==> src/hdl/cwc_pkg.sv <==
// Shared types, constants and helpers of the congestion window controller.
`default_nettype none

package cwc_pkg;

	// Sequence numbers and window sizes are fixed at 16 bits by the port widths.
	localparam int SEQ_WIDTH   = 16;
	localparam int START_WIDTH = SEQ_WIDTH + 1;
	localparam int END_WIDTH   = SEQ_WIDTH + 2;
	localparam int CNT_WIDTH   = 16;
	localparam int DUP_WIDTH   = 8;
	localparam int CFG_WIDTH   = 16;
	localparam int OP_WIDTH    = 2;
	localparam int PHASE_WIDTH = 2;
	localparam int RTX_WIDTH   = 2;
	localparam int APB_DATA_WIDTH = 32;
	localparam int APB_ADDR_WIDTH = 3;
	localparam int QUEUE_DEPTH = 2;

	localparam logic [SEQ_WIDTH-1:0] SEQ_MAX = '1;
	localparam logic [CNT_WIDTH-1:0] CNT_MAX = '1;
	localparam logic [DUP_WIDTH-1:0] DUP_MAX = '1;
	localparam logic [DUP_WIDTH-1:0] DUP_LIMIT = 8'd3;

	localparam logic [CFG_WIDTH-1:0] RST_PACKET_COUNT = 16'd1;
	localparam logic [CFG_WIDTH-1:0] RST_THRESHOLD    = 16'd14;

	// Register indexes on the configuration port (byte address bit 2).
	localparam logic REG_PACKET_COUNT      = 1'b0;
	localparam logic REG_INITIAL_THRESHOLD = 1'b1;

	localparam logic [OP_WIDTH-1:0] OP_ACK     = 2'd0;
	localparam logic [OP_WIDTH-1:0] OP_TIMEOUT = 2'd1;
	localparam logic [OP_WIDTH-1:0] OP_START   = 2'd2;

	localparam logic [PHASE_WIDTH-1:0] PH_SLOW  = 2'd0;
	localparam logic [PHASE_WIDTH-1:0] PH_AVOID = 2'd1;
	localparam logic [PHASE_WIDTH-1:0] PH_FAST  = 2'd2;

	localparam logic [RTX_WIDTH-1:0] RTX_NONE    = 2'd0;
	localparam logic [RTX_WIDTH-1:0] RTX_FAST    = 2'd1;
	localparam logic [RTX_WIDTH-1:0] RTX_TIMEOUT = 2'd2;

	typedef enum logic [1:0] {
		EV_NONE    = 2'd0,
		EV_ACK     = 2'd1,
		EV_TIMEOUT = 2'd2,
		EV_START   = 2'd3
	} ev_kind_t;

	typedef struct packed {
		ev_kind_t             kind;
		logic [SEQ_WIDTH-1:0] seq;
	} ev_t;

	typedef struct packed {
		logic empty;
		logic full;
	} q_stat_t;

	function automatic logic [CNT_WIDTH-1:0] sat_inc16(input logic [CNT_WIDTH-1:0] v);
		return (v == CNT_MAX) ? v : v + 1'b1;
	endfunction

	function automatic logic [DUP_WIDTH-1:0] sat_inc_dup(input logic [DUP_WIDTH-1:0] v);
		return (v == DUP_MAX) ? v : v + 1'b1;
	endfunction

endpackage

`default_nettype wire

==> src/hdl/cwc_if.sv <==
// Channel interfaces for the event input and the window report output.
`default_nettype none

interface cwc_evt_if;
	logic                               valid;
	logic                               ready;
	logic [cwc_pkg::OP_WIDTH-1:0]       operation;
	logic [cwc_pkg::SEQ_WIDTH-1:0]      ack_seq;
	logic                               ack_checksum_ok;

	modport source(output valid, output operation, output ack_seq, output ack_checksum_ok,
		input ready);
	modport sink(input valid, input operation, input ack_seq, input ack_checksum_ok,
		output ready);
endinterface

interface cwc_res_if;
	logic                               valid;
	logic                               ready;
	logic [cwc_pkg::START_WIDTH-1:0]    window_start;
	logic [cwc_pkg::SEQ_WIDTH-1:0]      window_end;
	logic [cwc_pkg::SEQ_WIDTH-1:0]      window_size;
	logic [cwc_pkg::SEQ_WIDTH-1:0]      threshold;
	logic [cwc_pkg::PHASE_WIDTH-1:0]    phase;
	logic [cwc_pkg::RTX_WIDTH-1:0]      retransmit;
	logic                               transfer_done;

	modport source(output valid, output window_start, output window_end, output window_size,
		output threshold, output phase, output retransmit, output transfer_done, input ready);
	modport sink(input valid, input window_start, input window_end, input window_size,
		input threshold, input phase, input retransmit, input transfer_done, output ready);
endinterface

`default_nettype wire

==> src/hdl/cwc_front.sv <==
// Front end: accepts event transactions and classifies them into event kinds.
`default_nettype none

module cwc_front (
	cwc_evt_if.sink          evt_ch,
	input  wire logic        q_full,
	output cwc_pkg::ev_t     push_ev,
	output logic             push
);

	always_comb begin
		push_ev.seq = evt_ch.ack_seq;
		case (evt_ch.operation)
			cwc_pkg::OP_ACK: begin
				// An acknowledgement that failed its checksum is turned into an empty event here.
				push_ev.kind = evt_ch.ack_checksum_ok ? cwc_pkg::EV_ACK : cwc_pkg::EV_NONE;
			end
			cwc_pkg::OP_TIMEOUT: begin
				push_ev.kind = cwc_pkg::EV_TIMEOUT;
			end
			cwc_pkg::OP_START: begin
				push_ev.kind = cwc_pkg::EV_START;
			end
			default: begin
				push_ev.kind = cwc_pkg::EV_NONE;
			end
		endcase
	end

	assign evt_ch.ready = !q_full;
	assign push         = evt_ch.valid && !q_full;

endmodule

`default_nettype wire

==> src/hdl/cwc_queue.sv <==
// Small event queue between the front end and the back end.
`default_nettype none

module cwc_queue #(
	parameter int DEPTH = cwc_pkg::QUEUE_DEPTH
) (
	input  wire logic           clk,
	input  wire logic           arst_n,
	input  wire logic           push,
	input  wire cwc_pkg::ev_t   push_ev,
	input  wire logic           pop,
	output cwc_pkg::ev_t        head_ev,
	output cwc_pkg::q_stat_t    stat
);

	localparam int PTR_W = (DEPTH > 1) ? $clog2(DEPTH) : 1;
	localparam int CNT_W = $clog2(DEPTH + 1);
	localparam logic [PTR_W-1:0] PTR_LAST = PTR_W'(DEPTH - 1);
	localparam logic [CNT_W-1:0] CNT_FULL = CNT_W'(DEPTH);

	cwc_pkg::ev_t       slot_q [DEPTH];
	logic [PTR_W-1:0]   wr_ptr_q;
	logic [PTR_W-1:0]   rd_ptr_q;
	logic [CNT_W-1:0]   count_q;

	always_ff @(posedge clk) begin
		if (push) begin
			slot_q[wr_ptr_q] <= push_ev;
		end
	end

	always_ff @(posedge clk or negedge arst_n) begin
		if (!arst_n) begin
			wr_ptr_q <= '0;
			rd_ptr_q <= '0;
			count_q  <= '0;
		end else begin
			if (push) begin
				wr_ptr_q <= (wr_ptr_q == PTR_LAST) ? '0 : wr_ptr_q + 1'b1;
			end
			if (pop) begin
				rd_ptr_q <= (rd_ptr_q == PTR_LAST) ? '0 : rd_ptr_q + 1'b1;
			end
			if (push && !pop) begin
				count_q <= count_q + 1'b1;
			end else if (pop && !push) begin
				count_q <= count_q - 1'b1;
			end
		end
	end

	assign head_ev    = slot_q[rd_ptr_q];
	assign stat.empty = (count_q == '0);
	assign stat.full  = (count_q == CNT_FULL);

endmodule

`default_nettype wire

==> src/hdl/cwc_back.sv <==
// Back end: applies one event per cycle to the window state, unless the output stalls, and registers the report.
`default_nettype none

module cwc_back (
	input  wire logic                            clk,
	input  wire logic                            arst_n,
	input  wire logic [cwc_pkg::CFG_WIDTH-1:0]   packet_count,
	input  wire logic [cwc_pkg::CFG_WIDTH-1:0]   initial_threshold,
	input  wire cwc_pkg::ev_t                    head_ev,
	input  wire cwc_pkg::q_stat_t                stat,
	output logic                                 pop,
	cwc_res_if.source                            res_ch
);

	logic [cwc_pkg::START_WIDTH-1:0] start_q, n_start;
	logic [cwc_pkg::SEQ_WIDTH-1:0]   end_q, n_end;
	logic [cwc_pkg::SEQ_WIDTH-1:0]   size_q, n_size;
	logic [cwc_pkg::SEQ_WIDTH-1:0]   thr_q, n_thr;
	logic [cwc_pkg::PHASE_WIDTH-1:0] phase_q, n_phase;
	logic [cwc_pkg::SEQ_WIDTH-1:0]   last_q, n_last;
	logic [cwc_pkg::DUP_WIDTH-1:0]   dup_q, n_dup;
	logic [cwc_pkg::CNT_WIDTH-1:0]   avoid_q, n_avoid;
	logic [cwc_pkg::RTX_WIDTH-1:0]   n_rtx;
	logic                            end_en;

	logic                            done_now;
	logic                            new_ack;
	logic [cwc_pkg::SEQ_WIDTH-1:0]   size_inc;
	logic [cwc_pkg::CNT_WIDTH-1:0]   avoid_inc;
	logic [cwc_pkg::DUP_WIDTH-1:0]   dup_next;
	logic                            seq_dup;
	logic [cwc_pkg::SEQ_WIDTH:0]     fast_size;
	logic [cwc_pkg::END_WIDTH-1:0]   end_sum;
	logic [cwc_pkg::END_WIDTH-1:0]   end_val;

	logic                            res_valid_q;
	logic [cwc_pkg::START_WIDTH-1:0] res_start_q;
	logic [cwc_pkg::SEQ_WIDTH-1:0]   res_end_q;
	logic [cwc_pkg::SEQ_WIDTH-1:0]   res_size_q;
	logic [cwc_pkg::SEQ_WIDTH-1:0]   res_thr_q;
	logic [cwc_pkg::PHASE_WIDTH-1:0] res_phase_q;
	logic [cwc_pkg::RTX_WIDTH-1:0]   res_rtx_q;
	logic                            res_done_q;

	assign pop       = !stat.empty && (!res_valid_q || res_ch.ready);
	assign done_now  = start_q > {1'b0, packet_count};
	assign new_ack   = {1'b0, head_ev.seq} >= start_q;
	assign size_inc  = cwc_pkg::sat_inc16(size_q);
	assign avoid_inc = cwc_pkg::sat_inc16(avoid_q);
	assign seq_dup   = (head_ev.seq == last_q);
	assign dup_next  = seq_dup ? cwc_pkg::sat_inc_dup(dup_q) : dup_q;
	assign fast_size = {2'b0, size_q[cwc_pkg::SEQ_WIDTH-1:1]} + (cwc_pkg::SEQ_WIDTH+1)'(3);

	always_comb begin
		n_start = start_q;
		n_end   = end_q;
		n_size  = size_q;
		n_thr   = thr_q;
		n_phase = phase_q;
		n_last  = last_q;
		n_dup   = dup_q;
		n_avoid = avoid_q;
		n_rtx   = cwc_pkg::RTX_NONE;
		end_en  = 1'b0;
		case (head_ev.kind)
			cwc_pkg::EV_START: begin
				n_start = cwc_pkg::START_WIDTH'(1);
				n_end   = cwc_pkg::SEQ_WIDTH'(1);
				n_size  = cwc_pkg::SEQ_WIDTH'(1);
				n_thr   = initial_threshold;
				n_phase = cwc_pkg::PH_SLOW;
				n_last  = '0;
				n_dup   = '0;
				n_avoid = '0;
			end
			cwc_pkg::EV_TIMEOUT: begin
				if (!done_now) begin
					n_thr   = size_q >> 1;
					n_size  = cwc_pkg::SEQ_WIDTH'(1);
					n_phase = cwc_pkg::PH_SLOW;
					n_dup   = '0;
					n_rtx   = cwc_pkg::RTX_TIMEOUT;
					end_en  = 1'b1;
				end
			end
			cwc_pkg::EV_ACK: begin
				if (!done_now) begin
					if (new_ack) begin
						case (phase_q)
							cwc_pkg::PH_SLOW: begin
								n_start = {1'b0, head_ev.seq} + 1'b1;
								n_last  = head_ev.seq;
								n_dup   = '0;
								end_en  = 1'b1;
								if (size_inc >= thr_q) begin
									// Reaching the threshold handles the same ack
									// once more as an avoidance ack.
									n_phase = cwc_pkg::PH_AVOID;
									if (size_inc == cwc_pkg::SEQ_WIDTH'(1)) begin
										n_size  = cwc_pkg::sat_inc16(size_inc);
										n_avoid = '0;
									end else begin
										n_size  = size_inc;
										n_avoid = cwc_pkg::CNT_WIDTH'(1);
									end
								end else begin
									n_size  = size_inc;
									n_avoid = '0;
								end
							end
							cwc_pkg::PH_AVOID: begin
								n_start = {1'b0, head_ev.seq} + 1'b1;
								n_last  = head_ev.seq;
								n_dup   = '0;
								end_en  = 1'b1;
								if (avoid_inc == size_q) begin
									n_size  = size_inc;
									n_avoid = '0;
								end else begin
									n_avoid = avoid_inc;
								end
							end
							cwc_pkg::PH_FAST: begin
								n_start = {1'b0, head_ev.seq} + 1'b1;
								n_last  = head_ev.seq;
								n_dup   = '0;
								n_avoid = '0;
								n_phase = cwc_pkg::PH_AVOID;
								n_size  = thr_q;
								end_en  = 1'b1;
							end
							default: begin
								n_phase = phase_q;
							end
						endcase
					end else begin
						n_dup = dup_next;
						if (seq_dup && (dup_next > cwc_pkg::DUP_LIMIT)) begin
							n_size = size_inc;
						end
						// Fast recovery is entered again whenever the count sits at
						// the limit, even for an old ack that is not a duplicate.
						if (dup_next == cwc_pkg::DUP_LIMIT) begin
							n_phase = cwc_pkg::PH_FAST;
							n_thr   = size_q >> 1;
							n_size  = fast_size[cwc_pkg::SEQ_WIDTH] ? cwc_pkg::SEQ_MAX
							                                        : fast_size[cwc_pkg::SEQ_WIDTH-1:0];
							n_rtx   = cwc_pkg::RTX_FAST;
							end_en  = 1'b1;
						end
					end
				end
			end
			default: begin
				n_rtx = cwc_pkg::RTX_NONE;
			end
		endcase

		// Window end from the final start and size, clamped to the packet count.
		end_sum = {1'b0, n_start} + {2'b0, n_size};
		end_val = (end_sum == '0) ? '0 : end_sum - 1'b1;
		if (end_val >= {2'b0, packet_count}) begin
			end_val = {2'b0, packet_count};
		end
		if (end_val > {2'b0, cwc_pkg::SEQ_MAX}) begin
			end_val = {2'b0, cwc_pkg::SEQ_MAX};
		end
		if (end_en) begin
			n_end = end_val[cwc_pkg::SEQ_WIDTH-1:0];
		end
	end

	always_ff @(posedge clk or negedge arst_n) begin
		if (!arst_n) begin
			start_q     <= cwc_pkg::START_WIDTH'(1);
			end_q       <= cwc_pkg::SEQ_WIDTH'(1);
			size_q      <= cwc_pkg::SEQ_WIDTH'(1);
			thr_q       <= cwc_pkg::RST_THRESHOLD;
			phase_q     <= cwc_pkg::PH_SLOW;
			last_q      <= '0;
			dup_q       <= '0;
			avoid_q     <= '0;
			res_valid_q <= 1'b0;
		end else begin
			if (pop) begin
				start_q <= n_start;
				end_q   <= n_end;
				size_q  <= n_size;
				thr_q   <= n_thr;
				phase_q <= n_phase;
				last_q  <= n_last;
				dup_q   <= n_dup;
				avoid_q <= n_avoid;
			end
			if (pop) begin
				res_valid_q <= 1'b1;
			end else if (res_ch.ready) begin
				res_valid_q <= 1'b0;
			end
		end
	end

	always_ff @(posedge clk) begin
		if (pop) begin
			res_start_q <= n_start;
			res_end_q   <= n_end;
			res_size_q  <= n_size;
			res_thr_q   <= n_thr;
			res_phase_q <= n_phase;
			res_rtx_q   <= n_rtx;
			res_done_q  <= n_start > {1'b0, packet_count};
		end
	end

	assign res_ch.valid         = res_valid_q;
	assign res_ch.window_start  = res_start_q;
	assign res_ch.window_end    = res_end_q;
	assign res_ch.window_size   = res_size_q;
	assign res_ch.threshold     = res_thr_q;
	assign res_ch.phase         = res_phase_q;
	assign res_ch.retransmit    = res_rtx_q;
	assign res_ch.transfer_done = res_done_q;

endmodule

`default_nettype wire

==> src/hdl/congestion_window_controller_top.sv <==
// Top level of the congestion window controller: configuration port and front/back split.
// An accepted event transaction is written into the event queue; the back end pops it and
// applies it to the window state and the report register when that register is free or being taken.
// Throughput: one event per cycle while each report is taken as soon as it is offered.
// The two-entry event queue keeps taking events, until full, while a report waits on the output.
// Reset (arst_n low, asynchronous): window start, end and size 1, threshold 14, slow start,
// counters zero, queue and output empty, packet_count 1 and initial_threshold 14.
`default_nettype none

module congestion_window_controller_top #(
	parameter int QUEUE_DEPTH = cwc_pkg::QUEUE_DEPTH
) (
	input  wire logic                                 clk,
	input  wire logic                                 arst_n,
	cwc_evt_if.sink                                   evt_ch,
	cwc_res_if.source                                 res_ch,
	input  wire logic                                 psel,
	input  wire logic                                 penable,
	input  wire logic                                 pwrite,
	input  wire logic [cwc_pkg::APB_ADDR_WIDTH-1:0]   paddr,
	input  wire logic [cwc_pkg::APB_DATA_WIDTH-1:0]   pwdata,
	output logic [cwc_pkg::APB_DATA_WIDTH-1:0]        prdata,
	output logic                                      pready
);

	// Configuration registers. Address bit 2 selects the register; the two
	// low address bits are not decoded. Writes land in the access phase.
	logic [cwc_pkg::CFG_WIDTH-1:0] packet_count_q;
	logic [cwc_pkg::CFG_WIDTH-1:0] initial_threshold_q;
	logic                          cfg_wr;

	assign pready = 1'b1;
	assign cfg_wr = psel && penable && pwrite && pready;

	always_ff @(posedge clk or negedge arst_n) begin
		if (!arst_n) begin
			packet_count_q      <= cwc_pkg::RST_PACKET_COUNT;
			initial_threshold_q <= cwc_pkg::RST_THRESHOLD;
		end else if (cfg_wr) begin
			case (paddr[2])
				cwc_pkg::REG_PACKET_COUNT: begin
					packet_count_q <= pwdata[cwc_pkg::CFG_WIDTH-1:0];
				end
				cwc_pkg::REG_INITIAL_THRESHOLD: begin
					initial_threshold_q <= pwdata[cwc_pkg::CFG_WIDTH-1:0];
				end
				default: begin
					packet_count_q <= packet_count_q;
				end
			endcase
		end
	end

	always_comb begin
		case (paddr[2])
			cwc_pkg::REG_PACKET_COUNT: begin
				prdata = {{(cwc_pkg::APB_DATA_WIDTH-cwc_pkg::CFG_WIDTH){1'b0}}, packet_count_q};
			end
			cwc_pkg::REG_INITIAL_THRESHOLD: begin
				prdata = {{(cwc_pkg::APB_DATA_WIDTH-cwc_pkg::CFG_WIDTH){1'b0}},
				          initial_threshold_q};
			end
			default: begin
				prdata = '0;
			end
		endcase
	end

	// Front end classifies each event transaction and pushes it into the queue.
	cwc_pkg::ev_t     push_ev;
	cwc_pkg::ev_t     head_ev;
	cwc_pkg::q_stat_t q_stat;
	logic             push;
	logic             pop;

	cwc_front u_front (
		.evt_ch  (evt_ch),
		.q_full  (q_stat.full),
		.push_ev (push_ev),
		.push    (push)
	);

	cwc_queue #(
		.DEPTH (QUEUE_DEPTH)
	) u_queue (
		.clk     (clk),
		.arst_n  (arst_n),
		.push    (push),
		.push_ev (push_ev),
		.pop     (pop),
		.head_ev (head_ev),
		.stat    (q_stat)
	);

	// Back end owns the window state and the output register. It pops one
	// event whenever the output register is free or being emptied.
	cwc_back u_back (
		.clk               (clk),
		.arst_n            (arst_n),
		.packet_count      (packet_count_q),
		.initial_threshold (initial_threshold_q),
		.head_ev           (head_ev),
		.stat              (q_stat),
		.pop               (pop),
		.res_ch            (res_ch)
	);

	// The queue never reports full and empty at the same time.
	a_queue_status: assert property (@(posedge clk) disable iff (!arst_n)
		!(q_stat.full && q_stat.empty))
		else $error("queue reports full and empty together");

	// The back end only takes an event that the queue holds.
	a_pop_nonempty: assert property (@(posedge clk) disable iff (!arst_n)
		pop |-> !q_stat.empty)
		else $error("back end popped an empty queue");

	// An event pushed into an empty queue is visible to the back end next cycle.
	a_push_visible: assert property (@(posedge clk) disable iff (!arst_n)
		(push && q_stat.empty) |=> !q_stat.empty)
		else $error("pushed event lost by the queue");

endmodule

`default_nettype wire
==> src/flat_wrapper.sv <==
// flat-port wrapper written by rule: the top's interface ports become plain ports
module congestion_window_controller_top_flat 
#(
	parameter int QUEUE_DEPTH = cwc_pkg::QUEUE_DEPTH
)
  (clk, arst_n, psel, penable, pwrite, paddr, pwdata, prdata, pready, evt_ch_valid, evt_ch_operation, evt_ch_ack_seq, evt_ch_ack_checksum_ok, evt_ch_ready, res_ch_valid, res_ch_window_start, res_ch_window_end, res_ch_window_size, res_ch_threshold, res_ch_phase, res_ch_retransmit, res_ch_transfer_done, res_ch_ready);
  cwc_evt_if evt_ch_i ();
  cwc_res_if res_ch_i ();
  input  wire logic clk;
  input  wire logic arst_n;
  input  wire logic psel;
  input  wire logic penable;
  input  wire logic pwrite;
  input  wire logic [cwc_pkg::APB_ADDR_WIDTH-1:0] paddr;
  input  wire logic [cwc_pkg::APB_DATA_WIDTH-1:0] pwdata;
  output logic [cwc_pkg::APB_DATA_WIDTH-1:0] prdata;
  output logic pready;
  input wire logic [$bits(evt_ch_i.valid)-1:0] evt_ch_valid;
  input wire logic [$bits(evt_ch_i.operation)-1:0] evt_ch_operation;
  input wire logic [$bits(evt_ch_i.ack_seq)-1:0] evt_ch_ack_seq;
  input wire logic [$bits(evt_ch_i.ack_checksum_ok)-1:0] evt_ch_ack_checksum_ok;
  output wire logic [$bits(evt_ch_i.ready)-1:0] evt_ch_ready;
  output wire logic [$bits(res_ch_i.valid)-1:0] res_ch_valid;
  output wire logic [$bits(res_ch_i.window_start)-1:0] res_ch_window_start;
  output wire logic [$bits(res_ch_i.window_end)-1:0] res_ch_window_end;
  output wire logic [$bits(res_ch_i.window_size)-1:0] res_ch_window_size;
  output wire logic [$bits(res_ch_i.threshold)-1:0] res_ch_threshold;
  output wire logic [$bits(res_ch_i.phase)-1:0] res_ch_phase;
  output wire logic [$bits(res_ch_i.retransmit)-1:0] res_ch_retransmit;
  output wire logic [$bits(res_ch_i.transfer_done)-1:0] res_ch_transfer_done;
  input wire logic [$bits(res_ch_i.ready)-1:0] res_ch_ready;
  assign evt_ch_i.valid = evt_ch_valid;
  assign evt_ch_i.operation = evt_ch_operation;
  assign evt_ch_i.ack_seq = evt_ch_ack_seq;
  assign evt_ch_i.ack_checksum_ok = evt_ch_ack_checksum_ok;
  assign evt_ch_ready = evt_ch_i.ready;
  assign res_ch_valid = res_ch_i.valid;
  assign res_ch_window_start = res_ch_i.window_start;
  assign res_ch_window_end = res_ch_i.window_end;
  assign res_ch_window_size = res_ch_i.window_size;
  assign res_ch_threshold = res_ch_i.threshold;
  assign res_ch_phase = res_ch_i.phase;
  assign res_ch_retransmit = res_ch_i.retransmit;
  assign res_ch_transfer_done = res_ch_i.transfer_done;
  assign res_ch_i.ready = res_ch_ready;
  congestion_window_controller_top #(.QUEUE_DEPTH(QUEUE_DEPTH)) u_core (.clk(clk), .arst_n(arst_n), .evt_ch(evt_ch_i), .res_ch(res_ch_i), .psel(psel), .penable(penable), .pwrite(pwrite), .paddr(paddr), .pwdata(pwdata), .prdata(prdata), .pready(pready));
endmodule
==> config.mk <==
export PLATFORM = sky130hd
export DESIGN_NAME = congestion_window_controller_top_flat
export DESIGN_NICKNAME = d
export VERILOG_FILES = /design/src/hdl/cwc_pkg.sv /design/src/hdl/cwc_if.sv /design/src/hdl/cwc_front.sv /design/src/hdl/cwc_queue.sv /design/src/hdl/cwc_back.sv /design/src/hdl/congestion_window_controller_top.sv /design/src/flat_wrapper.sv
export SDC_FILE = /design/constraint.sdc
export NUM_CORES = 1
export LEC_CHECK = 0
export BUFFER_PORTS_ARGS = -buffer_cell sky130_fd_sc_hd__buf_2
export CORE_MARGIN = 2
export CORE_UTILIZATION = 25
export CTS_CLUSTER_DIAMETER = 150
export DETAILED_ROUTE_END_ITERATION = 7
export SYNTH_ARGS = -nofsm -noshare
export SYNTH_HDL_FRONTEND = slang
export SYNTH_SLANG_ARGS = --single-unit
==> constraint.sdc <==
create_clock -name clk -period 14.7 [get_ports clk]
set_clock_uncertainty 0.15 [all_clocks]
set_input_delay 2.205 -clock clk [delete_from_list [all_inputs] [get_ports clk]]
set_output_delay 2.205 -clock clk [all_outputs]
set_load 0.01 [all_outputs]
Word level (Yosys, flattened, before mapping)
Memory sizes are Yosys's and may differ from the RTL's.
Cells that the tools add are included.
Word-level totals
  flip-flop bits (word level): 214
  memory bits (writable): 36
  input port bits: 61
  output and inout bits: 105
  logic and storage cells: 166
  memories: 1
Memories
  u_core.u_queue.slot_q: words 2, bits a word 18, rd ports 1, clocked after Yosys merged registers in 0, write ports 1, line cwc_queue.sv:21  | cwc_pkg::ev_t slot_q [DEPTH];
Operators by class
  add/sub/neg operators: 12
  magnitude comparators: 7
  equality and inequality tests: 22
  multiplexer cells: 75
  bitwise logic cells: 1
  reduce and logical (&&, ||, !) cells: 27
Operator list (number)
  $mux W16: 26
  $pmux W16 S3: 4
  $pmux W16 S2: 2
  $pmux W32 S2: 1
  $mux W17: 3
  $add A16 B1 Y16 const B: 3
  $eq A16 B16 Y1 const B: 3
  $mux W8: 6
  $mux W18: 2
  $gt A17 B16 Y1: 2
  $pmux W17 S2: 1
  $eq A16 B16 Y1: 2
  $pmux W8 S3: 1
  $add A17 B16 Y18: 1
  $ge A18 B16 Y1: 1
  $gt A18 B16 Y1 const B: 1
  $logic_not A18 Y1: 1
  $sub A18 B1 Y18 const B: 1
  $add A16 B1 Y17 const B: 1
  $ge A16 B17 Y1: 1
  $add A15 B2 Y16 const B: 1
  $eq A16 B1 Y1 const B: 1
  $ge A16 B16 Y1: 1
  $mux W1: 16
  26 further kinds: 62

Depth between registers and ports, before layout
Gate-level depths: netlist of the first run.
  depth in word-level cells: 18
  mapped depth: 46
  gate-level depth less buffers: 42

Hierarchy
A second synthesis of the first run with hierarchy kept.
Second synthesis, totals
  cell total of the unflattened synthesis: 2011
  area, all modules: 18544.0 µm²
By module, submodules not included
  cwc_back: times used 1, cells an instance 1811, area an instance 15239.6 µm², seq. area each 4812.1 µm²
  congestion_window_controller_top: times used 1, cells an instance 105, area an instance 1602.8 µm², seq. area each 805.8 µm²
  cwc_queue: times used 1, cells an instance 72, area an instance 1535.2 µm², seq. area each 1181.1 µm²
  cwc_front: times used 1, cells an instance 23, area an instance 166.4 µm², seq. area each 0.0 µm²

Worst setup path before layout of the first run
No wires, ideal clock.
  path kind: register to register
  start: register u_core.u_back.size_q[0] (netlist name)
  end: register u_core.u_back.res_end_q, in the netlist u_core.u_back.res_ch.window_end[10], data pin
  setup time: 0.266 ns
  data arrival time: 8.851 ns
  required time: 14.284 ns
  slack: 5.433 ns
  cell stages (with the launch flop): 45
  path buffers: 4
  clock period less this slack: 9.267 ns
  path through: dfstp_2 -> ha_1 -> and3_1 -> clkbuf_1 -> nand4_1 -> nand2b_1 -> nor2_1 -> xnor2_1 -> ha_1 -> a21o_1 -> a211o_1 -> nor3_1 -> nor4_1 -> a221oi_1 -> nor3_1 -> mux2i_1 -> a2111o_1 -> and4_1 -> [9 not listed] -> nand4b_1 -> nor4b_2 -> buf_2 -> nor2_1 -> inv_1 -> ha_1 -> nand2b_1 -> a21oi_1 -> nor3_1 -> a2111oi_0 -> o211ai_1 -> a31oi_1 -> o21ai_0 -> o21bai_1 -> buf_4 -> buf_6 -> mux2i_1 -> o21ai_1
Between the ends
  cells in the longest elaborated chain, start to end: 18
  elaborated cells on any way between the ends: 28
  those cells by class: 4 x add/sub; 3 x order compare; 4 x eq/ne; 16 x mux; 1 x reduce/logical
RTL lines
  start, declared: line cwc_back.sv:17  | logic [cwc_pkg::SEQ_WIDTH-1:0] size_q, n_size;
  start signal, assigned: line cwc_back.sv:177  | size_q <= cwc_pkg::SEQ_WIDTH'(1);
  start signal, assigned: line cwc_back.sv:188  | size_q <= n_size;
  $add A16 B1 Y16 / $eq A16 B16 Y1 (equally long branches): line cwc_pkg.sv:62  | return (v == CNT_MAX) ? v : v + 1'b1;
  $mux W16: line cwc_pkg.sv:62
  $add A16 B1 Y16 / $eq A16 B16 Y1 (equally long branches): line cwc_pkg.sv:62
  $mux W16: line cwc_pkg.sv:62
  $mux W16: line cwc_back.sv:99  | if (size_inc == cwc_pkg::SEQ_WIDTH'(1)) begin
  $mux W16: line cwc_back.sv:95  | if (size_inc >= thr_q) begin
  $pmux W16 S3: line cwc_back.sv:89  | case (phase_q)
  $mux W16: line cwc_back.sv:88  | if (new_ack) begin
  [2 not listed]
  net u_core.u_back.n_size (one bit): line cwc_back.sv:17
  [1 not listed]
  $sub A18 B1 Y18 / $logic_not A18 Y1 (equally long branches): line cwc_back.sv:161  | end_val = (end_sum == '0) ? '0 : end_sum - 1'b1;
  $mux W18 *: line cwc_back.sv:161
  $ge A18 B16 Y1: line cwc_back.sv:162  | if (end_val >= {2'b0, packet_count}) begin
  $mux W18 *: line cwc_back.sv:162
  $gt A18 B16 Y1: line cwc_back.sv:165  | if (end_val > {2'b0, cwc_pkg::SEQ_MAX}) begin
  $mux W16 *: line cwc_back.sv:165
  $mux W16 *: line cwc_back.sv:168  | if (end_en) begin
  net u_core.u_back.n_end (one bit): line cwc_back.sv:16  | logic [cwc_pkg::SEQ_WIDTH-1:0] end_q, n_end;
  end signal, assigned: line cwc_back.sv:206  | res_end_q <= n_end;
  end, declared: line cwc_back.sv:38  | logic [cwc_pkg::SEQ_WIDTH-1:0] res_end_q;
Mark *: on every way through the listed nets, which the timed path passes. The rest lies on a longest branch.
A chain may end at the register's enable or synchronous reset.

Final worst setup path of the first run
  start: register u_core.u_back.size_q[1] (netlist name)
  end: register u_core.u_back.res_end_q, in the netlist u_core.u_back.res_ch.window_end[0], data pin
The elaborated chain is that of the path after synthesis.

==> results of run 1 <==
kinds of logic (layout without fill, tap and decap cells):
kind of cell    Yosys count  after routing
flops                   250            250
compound gates          524            524
other cells               2             19
simple gates            626            626
mux                      85             85
fa+ha+maj               118            118
buf+inv                 226            331
xor+xnor                 97             97
worst max-delay path, delay by kind of cell (launching register included):
family	cells	cell delay, ns
muxes	1	0.28
xor gates and xnor gates	1	0.16
DFF	1	0.66
adders and majority gates	4	1.02
buffers and inverters	3	0.52
AOI/OAI and AO/OA	16	4.33
and+or+nand+nor	16	4.16
metal layers:
layer	wire length (um)	vias to the layer above	global-route usage (%)	part of all wire (%)
li1	-	7310	-	-
met1	26600	7397	22.1	45
met2	26000	614	23.6	44
met3	4620	109	3.57	7.8
met4	1890	0	5.28	3.2
met5	0	-	0	0
power groups by stage:
stage,Sequential [W],Clock [W],Combinational (W)
after CTS,0.00125,0.000842,0.00363
final,0.00125,0.000821,0.00367
after detailed placement,0.00126,0,0.00361
after global routing,0.00127,0.000873,0.00406
after global placement,0.00125,0,0.00359
after floorplan,0.00120,0,0.00256
synth_stat cells, types with 17 or more instances:
| library cell | n |
|---|---|
| nand2_1 | 229 |
| o21ai_0 | 159 |
| dfrtp_1 | 134 |
| ha_1 | 117 |
| edfxtp_1 | 106 |
| nor2_1 | 103 |
| a21oi_1 | 100 |
| inv_1 | 95 |
| clkbuf_1 | 80 |
| nand3_1 | 71 |
| xnor2_1 | 65 |
| mux2_2 | 41 |
| nand4_1 | 38 |
| mux2i_1 | 33 |
| xor2_1 | 32 |
| nor3_1 | 31 |
| a21o_1 | 24 |
| and3_1 | 23 |
| buf_2 | 23 |
| a22oi_1 | 19 |
| buf_4 | 19 |
| nand2b_1 | 18 |
| o21ai_1 | 18 |
| a31oi_1 | 17 |
| a32oi_1 | 17 |
how the worst max path moves through the flow:
| stage | startpoint | to | slack (ns) | cells after the start |
|---|---|---|---|---|
| after CTS | u_core.u_back.size_q[1]$_DFFE_PN0P_ | u_core.u_back.res_ch.window_end[7]$_DFFE_PP_ | 3.37 | 41 |
| after detailed placement | u_core.u_back.size_q[1]$_DFFE_PN0P_ | u_core.u_back.res_ch.window_end[5]$_DFFE_PP_ | 3.40 | 41 |
| after floorplan | u_core.u_back.size_q[0]$_DFFE_PN1P_ | u_core.u_back.res_ch.window_end[10]$_DFFE_PP_ | 5.43 | 44 |
| final | u_core.u_back.size_q[1]$_DFFE_PN0P_ | u_core.u_back.res_ch.window_end[0]$_DFFE_PP_ | 3.08 | 41 |
| after global routing | u_core.u_back.size_q[1]$_DFFE_PN0P_ | u_core.u_back.res_ch.window_end[7]$_DFFE_PP_ | 2.21 | 41 |
| after global placement | u_core.u_back.size_q[1]$_DFFE_PN0P_ | u_core.u_back.res_ch.window_end[15]$_DFFE_PP_ | 3.50 | 44 |
through the flow:
| stage | instances | util [%] | setup slack, ns |
|---|---|---|---|
| global placement | 2926 | 27.6 | 3.50 |
| floorplan | 1943 | - | 5.43 |
| detailed placement | 2926 | 27.6 | 3.40 |
| CTS | 2988 | 29.1 | 3.37 |
| finish | 2990 | 29.1 | 3.08 |
| global route | 2988 | 29.1 | 2.21 |
cell type report:
class / instances / area [sq um] / area share, %
Clock buffer: 46 / 947 / 4.62
Antenna cell: 2 / 5.00 / 0.0244
Sequential cell: 250 / 6800 / 33.2
Inverter: 96 / 363 / 1.77
Multi-Input combinational cell: 1467 / 10100 / 49.1
Tap cell: 940 / 1180 / 5.74
Clock inverter: 16 / 146 / 0.715
Timing Repair Buffer: 173 / 980 / 4.78
==> results.sh, run 1 <==
export IMPL_status="finished, final reports clean"
export IMPL_clkTransAtPathRegs_ns=0.06
export IMPL_htree_levels=2
export IMPL_holdCritPathClass="register to register"
export IMPL_finalInstanceArea_sq_mm=0.0205
export IMPL_synth_top_area_share_pct=18.9
export IMPL_final_min_clock_period_ns=11.62
export IMPL_grt_ovfl_total=0
export IMPL_grt_pass1_vias=14200
export IMPL_hpwl_um=44100
export IMPL_tightest_slew_ns=1.26
export IMPL_rows=97
export IMPL_cp_slowest_cell="a221oi_1"
export IMPL_synth_area_sq_mm=0.0178
export IMPL_initial_core_util_pct=25.3
export IMPL_place_congestion=0.924
export IMPL_synth_adder_area_share_pct=8.35
export IMPL_synth_area_leaders="dfrtp_1, edfxtp_1, ha_1"
export IMPL_synthDistinctLibCells=98
export IMPL_grt_util_all_layers_pct=15.7
export IMPL_io_pins=166
export IMPL_crit_arrival_ns=11.73
export IMPL_synth_compound_area_share_pct=19.9
export IMPL_yosys_mux_area_fraction_pct=5.46
export IMPL_rsz0062_at_grt="no"
export IMPL_seq_power_share_pct=21.8
export IMPL_hold_viol=0
export IMPL_internal_power_w=0.00287
export IMPL_final_layout_size_suffix_gt1_share_pct=16.2
export IMPL_routed_wl_um=59200
export IMPL_final_common_cell="nand2_1"
export IMPL_cts_num_sinks=250
export IMPL_cp_max_fo=16
export IMPL_vias=15400
export IMPL_p_switching_w=0.00286
export IMPL_fp_dieArea_sq_mm=0.0733
export IMPL_rr_worst_depth=41
export IMPL_clkPwrFrac_pct=14.3
export IMPL_critical_path_class="register to register"
export IMPL_switching_share_pct=49.9
export IMPL_final_cell_mix="nand2_1, o21ai_0, dfrtp_1"
export IMPL_final_max_slew_violation_count=0
export IMPL_end_kind="register"
export IMPL_synth_warnings=0
export IMPL_final_setup_tns_ns=0
export IMPL_p_comb_share_pct=63.9
export IMPL_clock_path_buffers=3
export IMPL_fin_crit_sh_pct=79.0
export IMPL_fmax_mhz=86.1
export IMPL_vdd_drop_max_mv=0.168
export IMPL_yosysSeqAreaShare_pct=38.2
export IMPL_die_height_um=271
export IMPL_power_density_mw_per_mm2=280
export IMPL_cts_tree="built"
export IMPL_root_buffer="clkbuf_16"
export IMPL_place_area_sq_mm=0.0194
export IMPL_synthCells=1928
export IMPL_io_buffers=130
export IMPL_r2r_end="u_core.u_back.res_ch.window_end[0]$_DFFE_PP_"
export IMPL_power_w=0.00573
export IMPL_min_from="u_core.u_back.end_q[0]$_DFFE_PN1P_"
export IMPL_ys_seq_elements=250
export IMPL_synth_edf_count=106
export IMPL_syn_avg_cell_area_sq_um=9.22
export IMPL_whs_ns=0.322
export IMPL_drtAntennaViolNets=0
export IMPL_vias_per_cell=5.16
export IMPL_grt_max_degree=83
export IMPL_power_leakage_nw=8.40
export IMPL_dr_first_iter_drc_count=1556
export IMPL_synthXorXnorAreaFrac_pct=4.78
export IMPL_hold_buffers=0
export IMPL_clk_latency_ns=0.56
export IMPL_hold_end="u_core.u_back.end_q[0]$_DFFE_PN1P_"
export IMPL_yosysTopAreaCell="dfrtp_1"
export IMPL_setup_violations_final=0
export IMPL_r2r_setup_slack_ns=3.08
export IMPL_critPathMostFrequentCell="ha_1"
export IMPL_regMostFlops="u_core.u_queue.slot_q"
export IMPL_crit_path_start_kind="register"
export IMPL_rr_startpoint="u_core.u_back.size_q[1]$_DFFE_PN0P_"
export IMPL_ys_flop_type="dfrtp_1"
export IMPL_async_reset_ff_share_pct=57.6
export IMPL_cts_setup_buffers=0
export IMPL_fin_nets=2201
export IMPL_critPathMaxStageDelay_ns=0.78
export IMPL_antenna_found_initial=3
export IMPL_cts_made_buffers=34
export IMPL_die_x_um=271
export IMPL_cts_resized=0
export IMPL_synth_top_family_by_area="compound AO/OA/AOI/OAI gates"
export IMPL_required_ns=14.82
export IMPL_yosys_area_share_simple_pct=17.7
export IMPL_grt_pass1_wl_um=89600
export IMPL_holdPathStages=2
export IMPL_largest_register_ffs=36
export IMPL_dr_pass1_iters=7
export IMPL_area_growth_pct=15.2
export IMPL_drc=0
export IMPL_core_area_sq_mm=0.0703
export IMPL_wire_per_inst_um=19.8
export IMPL_slew_headroom_pct=15.3
export IMPL_nFillCells=7436
export IMPL_drv_cap=0
No activity file was read; power rests on OpenSTA's default activity.
==> run 2, diff against run 1 <==
--- a/config.mk
+++ b/config.mk
@@ -5,6 +5,7 @@
 export SDC_FILE = /design/constraint.sdc
 export NUM_CORES = 1
 export LEC_CHECK = 0
+export ABC_AREA = 1
 export BUFFER_PORTS_ARGS = -buffer_cell sky130_fd_sc_hd__buf_2
 export CORE_MARGIN = 2
 export CORE_UTILIZATION = 25
==> constraint.sdc (replaced) <==
create_clock -name clk -period 11.26 [get_ports clk]
set_clock_uncertainty 0.15 [all_clocks]
set_input_delay 1.689 -clock clk [delete_from_list [all_inputs] [get_ports clk]]
set_output_delay 1.689 -clock clk [all_outputs]
set_load 0.01 [all_outputs]
==> run 2 against run 1 <==
  * Maximum frequency is 18% higher
  * Synthesized cell count grew 32%
  * Via count increased by 10%
  * Final area is 2.9% higher
  * Critical path type unchanged
  * Critical endpoint unchanged
  * Largest cell class unchanged
==> results.sh, run 2 <==
export IMPL_antenna_found_initial=0
export IMPL_slew_headroom_pct=36.5
export IMPL_yosysTopAreaCell="dfrtp_1"
export IMPL_setup_violations_final=0
export IMPL_synth_warnings=0
export IMPL_grt_ovfl_total=0
export IMPL_synth_top_area_share_pct=18.2
export IMPL_critical_path_class="register to register"
export IMPL_grt_max_degree=158
export IMPL_tightest_slew_ns=0.953
export IMPL_routed_wl_um=60300
export IMPL_htree_levels=1
export IMPL_wire_per_inst_um=16.6
export IMPL_required_ns=11.46
export IMPL_final_setup_tns_ns=0
export IMPL_synthDistinctLibCells=54
export IMPL_cts_num_sinks=250
export IMPL_rsz0062_at_grt="no"
export IMPL_hpwl_um=45300
export IMPL_synth_area_leaders="dfrtp_1, edfxtp_1, nand2_1"
export IMPL_largest_register_ffs=36
export IMPL_fin_nets=2828
export IMPL_crit_arrival_ns=10.01
export IMPL_grt_pass1_vias=15900
export IMPL_final_layout_size_suffix_gt1_share_pct=11.0
export IMPL_utilization_pct=28.9
export IMPL_regMostFlops="u_core.u_queue.slot_q"
export IMPL_fin_ws_ns=1.45
export IMPL_r2r_setup_slack_ns=1.45
export IMPL_grt_pass1_wl_um=91800
export IMPL_critPathMaxStageDelay_ns=0.56
export IMPL_holdPathStages=2
export IMPL_io_pins=166
export IMPL_drv_cap=0
export IMPL_final_cell_mix="nand2_1, inv_1, nand3_1"
export IMPL_vias_per_cell=4.68
export IMPL_fin_crit_sh_pct=87.1
export IMPL_fmax_mhz=102
export IMPL_post_place_cells=3575
export IMPL_rr_worst_depth=56
export IMPL_dr_pass1_iters=5
export IMPL_clk_latency_ns=0.59
export IMPL_cts_made_buffers=31
export IMPL_ys_seq_elements=250
export IMPL_fp_dieArea_sq_mm=0.0758
export IMPL_ys_top_cells_by_count="nand2_1, inv_1, nand3_1, o21ai_0, nor2_1"
export IMPL_root_buffer="clkbuf_16"
export IMPL_place_congestion=0.952
export IMPL_final_common_cell="nand2_1"
export IMPL_synth_edf_count=106
export IMPL_holdCritPathClass="register to register"
export IMPL_async_reset_ff_share_pct=57.6
export IMPL_drc=0
export IMPL_final_min_clock_period_ns=9.81
export IMPL_end_kind="register"
export IMPL_ys_flop_type="dfrtp_1"
export IMPL_layout_cells_non_filler=3632
export IMPL_syn_avg_cell_area_sq_um=7.23
export IMPL_cp_max_fo=18
export IMPL_cts_setup_buffers=0
export IMPL_diodes=0
export IMPL_crit_path_start_kind="register"
export IMPL_vias=17000
export IMPL_grt_util_all_layers_pct=15.6
export IMPL_dr_first_iter_drc_count=1302
export IMPL_yosysSeqAreaShare_pct=36.9
export IMPL_initial_core_util_pct=25.2
export IMPL_status="finished, final reports clean"
export IMPL_hold_buffers=0
export IMPL_drtAntennaViolNets=0
export IMPL_critPathMostFrequentCell="nand2_1"
export IMPL_io_buffers=130
export IMPL_core_area_sq_mm=0.0730
export IMPL_synthCells=2547
export IMPL_rows=99
export IMPL_clock_path_buffers=3
export IMPL_synth_most_common_cell="nand2_1"
export IMPL_hold_viol=0
export IMPL_synth_area_sq_mm=0.0184
export IMPL_clkTransAtPathRegs_ns=0.06
export IMPL_cp_slowest_cell="dfrtp_1"
export IMPL_nFillCells=7875
export IMPL_cts_tree="built"
export IMPL_die_height_um=275
export IMPL_pre_cts_slack_ns=1.68
export IMPL_area_growth_pct=14.4
export IMPL_cts_resized=0
export IMPL_final_max_slew_violation_count=0
export IMPL_die_x_um=275
-- run 2: cell count changes in the layout (fill, tap and decap cells not counted), sizes merged, moves of 25 or more --
cell	change
nor2	+52
o211ai	+25
mux2	-45
mux2i	-40
nand3	+136
xnor2	-59
inv	+239
nand2	+604
-- run 2: through the flow --
stage / area [sq um] / hold slack, ns
2_1_floorplan: 18500 / 0.296
3_3_place_gp: 20000 / 0.307
3_5_place_dp: 20000 / 0.313
4_1_cts: 21100 / 0.319
5_1_grt: 21100 / 0.349
6_report: 21100 / 0.322
-- run 2: layout make-up --
type | instances | area [sq um] | share of cell area (%)
Multi-Input combinational cell | 1859 | 9820 | 46.6
Sequential cell | 250 | 6800 | 32.3
Inverter | 343 | 1290 | 6.13
Tap cell | 959 | 1200 | 5.70
Timing Repair Buffer | 164 | 925 | 4.39
Clock buffer | 40 | 841 | 3.99
Clock inverter | 17 | 188 | 0.891
-- run 2: worst max-delay path, delay by kind of cell, from the launching register on --
| kind | cells | cell delay, ns |
|---|---|---|
| adder cells (fa/ha/maj) | 5 | 1.65 |
| AND/OR/NAND/NOR | 35 | 4.73 |
| buffers and inverters | 9 | 1.03 |
| flip-flops | 1 | 0.56 |
| AO/OA/AOI/OAI | 7 | 1.46 |
-- run 2: per-layer routing --
layer	global-route usage [%]	part of all wire (%)	wire length (um)
met4	4.31	2.4	1450
met3	2.48	6.5	3940
met2	26.2	47	28300
met1	20.7	44	26600
met5	0	0	0
-- run 2: worst paths after layout --
check | start | end
max in group asynchronous | arst_n | u_core.u_back.end_q[8]$_DFFE_PN0P_
min in group asynchronous | arst_n | u_core.u_back.thr_q[15]$_DFFE_PN0P_
max reg2reg | u_core.u_back.size_q[1]$_DFFE_PN0P_ | u_core.u_back.res_ch.window_end[0]$_DFFE_PP_
min | u_core.u_back.end_q[0]$_DFFE_PN1P_ | u_core.u_back.end_q[0]$_DFFE_PN1P_
max | u_core.u_back.size_q[1]$_DFFE_PN0P_ | u_core.u_back.res_ch.window_end[0]$_DFFE_PP_
min reg2reg | u_core.u_back.end_q[0]$_DFFE_PN1P_ | u_core.u_back.end_q[0]$_DFFE_PN1P_
-- run 2: kinds of logic after synthesis --
group           count (synthesis)  synth area share [%]
compound gates                350                  10.8
xor+xnor                       58                  2.76
fa+ha+maj                     118                  8.06
buf+inv                       453                  10.2
flops                         250                  36.9
other cells                     2                0.0408
simple gates                 1316                  31.3
Power of run 2 is left out: the tool's default activity adds up to more than one toggle a clock period on the data nets, which glitch-free logic cannot reach.
